===== config.mk =====
export PLATFORM = sky130hd
export DESIGN_NAME = utf8_backward_scalar_decode_unit
export DESIGN_NICKNAME = d
export VERILOG_FILES = /design/src/rtl/core/utf8bd_pkg.sv /design/src/rtl/core/utf8bd_in_reg.sv /design/src/rtl/core/utf8bd_decode.sv /design/src/rtl/core/utf8bd_out_reg.sv /design/src/rtl/core/utf8_backward_scalar_decode_unit.sv
export SDC_FILE = /design/constraint.sdc
export NUM_CORES = 1
export LEC_CHECK = 0
export BUFFER_PORTS_ARGS = -buffer_cell sky130_fd_sc_hd__buf_4
export CAP_MARGIN = 25
export CELL_PAD_IN_SITES_DETAIL_PLACEMENT = 1
export CELL_PAD_IN_SITES_GLOBAL_PLACEMENT = 1
export CORE_ASPECT_RATIO = 1.25
export CORE_MARGIN = 3
export CORE_UTILIZATION = 40
export CTS_BUF_LIST = sky130_fd_sc_hd__clkbuf_4
export CTS_CLUSTER_SIZE = 30
export DETAILED_ROUTE_END_ITERATION = 10
export PLACE_DENSITY_LB_ADDON = 0.1
export SYNTH_ARGS = -nofsm -noshare
export SYNTH_HDL_FRONTEND = slang
export SYNTH_HIERARCHICAL = 1
export SYNTH_SLANG_ARGS = --single-unit

===== constraint.sdc =====
create_clock -name clk -period 15.3 [get_ports clk]
set_input_delay 1.53 -clock clk [delete_from_list [all_inputs] [get_ports clk]]
set_output_delay 1.53 -clock clk [all_outputs]
set_load 0.03 [all_outputs]

===== src/rtl/core/utf8bd_pkg.sv =====
package utf8bd_pkg;

    localparam logic [20:0] REPL_CP   = 21'h00fffd;
    localparam logic [20:0] MAX_CP    = 21'h10ffff;
    localparam logic [20:0] SURR_LO   = 21'h00d800;
    localparam logic [20:0] SURR_HI   = 21'h00dfff;
    localparam logic [20:0] MIN_CP_2  = 21'h000080;
    localparam logic [20:0] MIN_CP_3  = 21'h000800;
    localparam logic [20:0] MIN_CP_4  = 21'h010000;

    localparam logic [7:0] CONT_MASK  = 8'hc0;
    localparam logic [7:0] CONT_TAG   = 8'h80;

    localparam logic [2:0] LEN_NONE   = 3'd0;
    localparam logic [2:0] LEN_ONE    = 3'd1;
    localparam logic [2:0] LEN_TWO    = 3'd2;
    localparam logic [2:0] LEN_THREE  = 3'd3;
    localparam logic [2:0] LEN_FOUR   = 3'd4;

    typedef struct packed {
        logic [7:0] byte_0;
        logic [7:0] byte_1;
        logic [7:0] byte_2;
        logic [7:0] byte_3;
        logic [2:0] window_size;
    } item_t;

    typedef struct packed {
        logic [20:0] code_point;
        logic [1:0]  start_index;
        logic        replaced;
    } result_t;

    function automatic logic is_cont(input logic [7:0] b);
        return (b & CONT_MASK) == CONT_TAG;
    endfunction

    function automatic logic [2:0] lead_length(input logic [7:0] b);
        logic [2:0] len;
        if (b < 8'h80)
        begin
            len = LEN_ONE;
        end
        else if (b >= 8'hc2 && b <= 8'hdf)
        begin
            len = LEN_TWO;
        end
        else if (b >= 8'he0 && b <= 8'hef)
        begin
            len = LEN_THREE;
        end
        else if (b >= 8'hf0 && b <= 8'hf4)
        begin
            len = LEN_FOUR;
        end
        else
        begin
            len = LEN_NONE;
        end
        return len;
    endfunction

endpackage


===== src/rtl/core/utf8bd_in_reg.sv =====
module utf8bd_in_reg (
    input  logic               clk,
    input  logic               rst_n,
    input  logic               item_valid,
    output logic               item_stall,
    input  utf8bd_pkg::item_t  item,
    input  logic               advance,
    output logic               held_valid,
    output utf8bd_pkg::item_t  held_item
);

    logic               valid_reg;
    logic               valid_next;
    utf8bd_pkg::item_t  data_reg;
    logic               ready;

    assign ready      = !valid_reg || advance;
    assign item_stall = !ready;
    assign held_valid = valid_reg;
    assign held_item  = data_reg;

    always_comb
    begin
        valid_next = valid_reg;
        if (ready)
        begin
            valid_next = item_valid;
        end
    end

    always_ff @(posedge clk or negedge rst_n)
    begin
        if (!rst_n)
        begin
            valid_reg <= 1'b0;
        end
        else
        begin
            valid_reg <= valid_next;
        end
    end

    always_ff @(posedge clk)
    begin
        if (ready && item_valid)
        begin
            data_reg <= item;
        end
    end

endmodule


===== src/rtl/core/utf8bd_decode.sv =====
module utf8bd_decode (
    input  utf8bd_pkg::item_t    item,
    output utf8bd_pkg::result_t  result
);

    logic [7:0]  w [4];
    logic [2:0]  n;
    logic [1:0]  last;
    logic [1:0]  first;
    logic [2:0]  span;
    logic [2:0]  len;
    logic [7:0]  lead;
    logic [7:0]  b1;
    logic [7:0]  b2;
    logic [7:0]  b3;
    logic [20:0] cp;
    logic        mismatch;
    logic        bad;

    assign w[0] = item.byte_0;
    assign w[1] = item.byte_1;
    assign w[2] = item.byte_2;
    assign w[3] = item.byte_3;

    always_comb
    begin
        unique case (item.window_size)
            3'd0:    n = 3'd1;
            3'd1,
            3'd2,
            3'd3,
            3'd4:    n = item.window_size;
            default: n = 3'd4;
        endcase
    end

    assign last = 2'(n - 3'd1);

    // walk back over continuation bytes to the lead
    always_comb
    begin
        first = last;
        for (int k = 0; k < 3; k++)
        begin
            if (first != 2'd0 && utf8bd_pkg::is_cont(w[first]))
            begin
                first = first - 2'd1;
            end
        end
    end

    assign span     = n - {1'b0, first};
    assign lead     = w[first];
    assign b1       = w[first + 2'd1];
    assign b2       = w[first + 2'd2];
    assign b3       = w[first + 2'd3];
    assign len      = utf8bd_pkg::lead_length(lead);
    assign mismatch = len != span;

    always_comb
    begin
        unique case (len)
            utf8bd_pkg::LEN_ONE:   cp = {14'd0, lead[6:0]};
            utf8bd_pkg::LEN_TWO:   cp = {10'd0, lead[4:0], b1[5:0]};
            utf8bd_pkg::LEN_THREE: cp = {5'd0, lead[3:0], b1[5:0], b2[5:0]};
            utf8bd_pkg::LEN_FOUR:  cp = {lead[2:0], b1[5:0], b2[5:0], b3[5:0]};
            default:               cp = 21'd0;
        endcase
    end

    // overlong, surrogate or out of range
    always_comb
    begin
        bad = (cp > utf8bd_pkg::MAX_CP)
            || (cp >= utf8bd_pkg::SURR_LO && cp <= utf8bd_pkg::SURR_HI);
        unique case (len)
            utf8bd_pkg::LEN_TWO:   bad = bad || (cp < utf8bd_pkg::MIN_CP_2);
            utf8bd_pkg::LEN_THREE: bad = bad || (cp < utf8bd_pkg::MIN_CP_3);
            utf8bd_pkg::LEN_FOUR:  bad = bad || (cp < utf8bd_pkg::MIN_CP_4);
            default:               bad = bad;
        endcase
    end

    always_comb
    begin
        priority if (mismatch)
        begin
            result.code_point  = utf8bd_pkg::REPL_CP;
            result.start_index = last;
            result.replaced    = 1'b1;
        end
        else if (bad)
        begin
            result.code_point  = utf8bd_pkg::REPL_CP;
            result.start_index = first;
            result.replaced    = 1'b1;
        end
        else
        begin
            result.code_point  = cp;
            result.start_index = first;
            result.replaced    = 1'b0;
        end
    end

endmodule


===== src/rtl/core/utf8bd_out_reg.sv =====
module utf8bd_out_reg (
    input  logic                 clk,
    input  logic                 rst_n,
    input  logic                 held_valid,
    input  utf8bd_pkg::result_t  decoded,
    output logic                 advance,
    output logic                 result_valid,
    input  logic                 result_stall,
    output utf8bd_pkg::result_t  result
);

    logic                 valid_reg;
    logic                 valid_next;
    utf8bd_pkg::result_t  data_reg;

    assign advance      = held_valid && (!valid_reg || !result_stall);
    assign result_valid = valid_reg;
    assign result       = data_reg;

    always_comb
    begin
        priority if (advance)
        begin
            valid_next = 1'b1;
        end
        else if (!result_stall)
        begin
            valid_next = 1'b0;
        end
        else
        begin
            valid_next = valid_reg;
        end
    end

    always_ff @(posedge clk or negedge rst_n)
    begin
        if (!rst_n)
        begin
            valid_reg <= 1'b0;
        end
        else
        begin
            valid_reg <= valid_next;
        end
    end

    always_ff @(posedge clk)
    begin
        if (advance)
        begin
            data_reg <= decoded;
        end
    end

endmodule


===== src/rtl/core/utf8_backward_scalar_decode_unit.sv =====
// Decodes the last UTF-8 scalar of a one- to four-byte window, walking back from the
// last valid byte to its lead byte, and returns the code point, the window index where
// the scalar starts and a flag set when U+FFFD was substituted. One transaction is
// accepted every cycle unless the result side stalls; it passes through the input
// register, is decoded and is held in the result register until it is taken. The full
// decode is done in the single combinational pass from the input register to the
// result register. A stall on the result side holds the result register and then the
// input register, so no transaction is lost.
module utf8_backward_scalar_decode_unit (
    input  logic                 clk,
    input  logic                 rst_n,
    input  logic                 item_valid,
    output logic                 item_stall,
    input  utf8bd_pkg::item_t    item,
    output logic                 result_valid,
    input  logic                 result_stall,
    output utf8bd_pkg::result_t  result
);

    logic                 held_valid;
    utf8bd_pkg::item_t    held_item;
    utf8bd_pkg::result_t  decoded;
    logic                 advance;

    utf8bd_in_reg u_in_reg (
        .clk        (clk),
        .rst_n      (rst_n),
        .item_valid (item_valid),
        .item_stall (item_stall),
        .item       (item),
        .advance    (advance),
        .held_valid (held_valid),
        .held_item  (held_item)
    );

    utf8bd_decode u_decode (
        .item   (held_item),
        .result (decoded)
    );

    utf8bd_out_reg u_out_reg (
        .clk          (clk),
        .rst_n        (rst_n),
        .held_valid   (held_valid),
        .decoded      (decoded),
        .advance      (advance),
        .result_valid (result_valid),
        .result_stall (result_stall),
        .result       (result)
    );

endmodule


==> results.txt <==
The actual transition at the worst max-transition pin was 918 ps. Clock-pin slew was measured on the worst setup and hold paths at 110 ps. The worst setup path is launched from a flip-flop. Counting instances in the post-synthesis netlist gives the leading cell types as edfxtp_1, nor2_1, a21oi_1.

Dividing total power by cell area gives a power density of 151 mW/mm^2. The clock skew after layout came out at 26.7 ps. After detailed routing, the number of remaining DRC violations is 0. Detailed routing placed a total of 679 um of wire on met3. The count of pins over their slew limit is 0, and the number of library cell types mapped by synthesis is 92. The number of placed instances, taps included, is 642. Counting along the longest clock path gives a buffer depth of 2. Counting flops with a built-in enable in the synthesized netlist gives 59.

Cell internal power was estimated by the tool at 0.000443 W. At the end of routability-driven placement, the weighted congestion stood at 0.946. Wires add up to 15100 um.

Floorplan die height: 127 um. The async set or reset register ratio after synthesis works out to 0.0328. STA classifies the critical path endpoint as a flip-flop. In the post-synthesis netlist, the biggest area contributors are edfxtp_1, mux2i_1, mux4_2. Switching part of the total: 0.456.

TritonCTS built the clock tree. Fraction of layout cells with a size suffix above 1: 0.258. Setup repair after global routing left no endpoint under its margin. The count of cells in the finished layout, fillers not included, comes to 659. In the final design database the tool counted 563 nets. The first global-routing pass estimated 24000 um of wire.

The synthesized netlist occupies a cell area of 0.00470 mm^2. Remaining max-slew budget at the tightest pin: 0.388. In this run the worst path has a maximum fanout of 16. Counting the buffers created by CTS gives 9.

The first routing iteration left 315 violations. The run finished with clean final reports. For this design the static power due to leakage is 1.95 nW.

Timing analysis after detailed placement gives a worst setup slack of 6000 ps. Yosys instantiated no cell more often than edfxtp_1. On the critical path, the stage with the largest delay is an instance of or4_1. H-tree depth reported by CTS: 3. The run gives 0.387 as the part of the Yosys area used for sequential elements.

The share of the synthesized area in the top cell type was 0.377. By startpoint and endpoint, the worst setup path is classified as reg -> reg. The part of the power in the clock network is 0.141. The tightest hold margin came out at 552 ps. The biggest cell delay along the critical path is 660 ps. The area of the placeable core came out at 0.0113 mm^2. The die covers 0.0131 mm^2. The hold violation total from the final report is 0. Adding up every negative setup slack in the final design gives 0 ps. The count of port buffers added during placement was 64; the buffer count from post-CTS setup fixing was 0. The highest layer touched by signal routing is met4. The number of nets handed over by synthesis was 512.

The I/O pin count is 65. The tightest min-delay check is of the reg -> reg type. The combinational group share of total power is 0.573, and the relative contribution of sequential cells to total power is 0.286.

The count of nets left with antenna violations once routing finished came out at 0. The number of antenna diodes in the final layout is 0. The overall global routing resource usage was 0.236. Top cell type by total area after synthesis: edfxtp_1. In the final routing, the length of wire on met1 measures 6430 um.

The post-layout worst setup margin is 5750 ps. The number of buffer and inverter instances along the worst setup path was 5. The die is 103 um wide. The run gives 9710 ps as the data arrival time at the worst-slack endpoint. The initial core utilization is 0.416. The via count of the first global-routing pass is 4373, and the required time at the endpoint of the critical path is 15460 ps. The routed via count is 4304, and the post-detailed-route wirelength per cell is 22.9 um.

Dividing the detail-routed via count by the number of cells gives 6.53. The buffer cell driving the clock tree root was clkbuf_4. Largest delay contributor family on the critical path: simple AND/OR/NAND/NOR gates. The run gives 0.000371 W as the reported net switching power. The run gives 11500 um as the sum of net half-perimeters after detailed placement. The logs give 36 for the maximum number of pins on one net before global-route repair and 468 for the instance count of the mapped netlist.

The quantity of hold-fixing buffers added after cts came out at 0. Setup violations remaining at the end of the flow were counted as 0. The area growth from synthesis to layout is 14.5%. For this run the aggregate overflow at the end of global routing stands at 0. The average footprint of a synthesized cell is 10.0 um^2, and the number of iterations in the first detailed-routing pass is 4. The synthesis-stage register bit count was 61.

The detailed-routed wire length on met2 was 7430 um; the maximum ir drop on the vdd rail was 0.0582 mV. The tools report the number of clock sinks seen by CTS as 61. The tool flagged a number of max-cap violations equal to 0. The number of instances resized during post-cts repair is 0, and the fraction of the cycle the final worst path needs is 0.624. The floorplan has 43 rows. The utilization after layout was 0.477; the worst-skew pair later-pin latency was 430 ps. The most common flop cell mapped by yosys was edfxtp_1. For this run, the number of Yosys warnings is 6.

Derived from the worst setup path, the maximum achievable clock frequency is 0.105 GHz. Counting I/O delays and the setup requirement, the final critical path takes 9550 ps. The initial antenna violation count is 0.
## cell type report
| cell class | instances | area, um^2 |
|---|---|---|
| well taps | 135 | 169 |
| clock buffers | 11 | 82.6 |
| inverters | 19 | 71.3 |
| multi-input cells | 360 | 2680 |
| flip-flops and latches | 61 | 1820 |
| repair buffers | 68 | 515 |
| clock inverters | 5 | 51.3 |
| fillers | 1288 | 5910 |
## metal layers
layer,track usage,vias to the layer above
met5,0,-
met4,0.102,0
met3,0.0366,43
met2,0.380,177
met1,0.312,2111
li1,-,1973
## metrics by stage
stage          total power [W]  cell area, um^2
2_1_floorplan         0.000569             4700
3_3_place_gp          0.000689             5240
3_5_place_dp          0.000695             5240
4_1_cts               0.000813             5370
5_1_grt               0.000869             5390
6_report              0.000814             5390
## cell families after synthesis
kind of cell	Yosys count	synth area share
DFF	61	0.387
and+or+nand+nor	170	0.209
adders and majority gates	5	0.0149
muxes	38	0.102
AOI/OAI and AO/OA	144	0.237
xor gates and xnor gates	3	0.00559
buffers and inverters	47	0.0452
## sequential cells by signal, indices dropped and copies added (netlist names)
| signal | flops |
|---|---|
| u_out_reg/result_valid | 1 |
| u_out_reg/result | 24 |
| u_in_reg/held_valid | 1 |
| u_in_reg/held_item | 35 |
## worst paths after layout
path	slack (ps)	cells past startpoint	start	end
max	5750	26	u_in_reg/held_item[2]	u_out_reg/result[10]
min	550	1	u_in_reg/held_valid	u_out_reg/result_valid
max reg2reg	5750	26	u_in_reg/held_item[2]	u_out_reg/result[10]
min reg2reg	550	1	u_in_reg/held_valid	u_out_reg/result_valid
max in group asynchronous	14350	1	rst_n	u_out_reg/result_valid
min in group asynchronous	870	1	rst_n	u_in_reg/held_valid
## cells in the final DEF, fill, tap and decap left out, drive strengths merged, types with 5 or more instances in the layout
cell    netlist  final
buf          13     67
edfxtp       59     59
nor2         33     33
nand2        30     30
a21oi        28     28
mux2i        22     22
o21ai        21     21
nand3        19     19
inv          19     19
nor3         18     18
clkbuf       15     11
or3          11     11
o211ai       10     10
mux2          9      9
o22ai         8      8
nand2b        8      8
nor4          8      8
a221oi        7      7
mux4          7      7
a211oi        6      6
and2          6      6
a21o          5      5
and3          5      5
o221a         5      5
o221ai        5      5
a311oi        5      5
or4b          5      5
## power by group through the flow
stage	sequential, W	clock (W)	combinational [W]
after global routing	0.000236	0.000126	0.000507
after global placement	0.000236	0	0.000453
final	0.000233	0.000115	0.000467
after CTS	0.000233	0.000119	0.000460
after detailed placement	0.000237	0	0.000458
after floorplan	0.000262	0	0.000307
(Power assumes the default switching activity.)
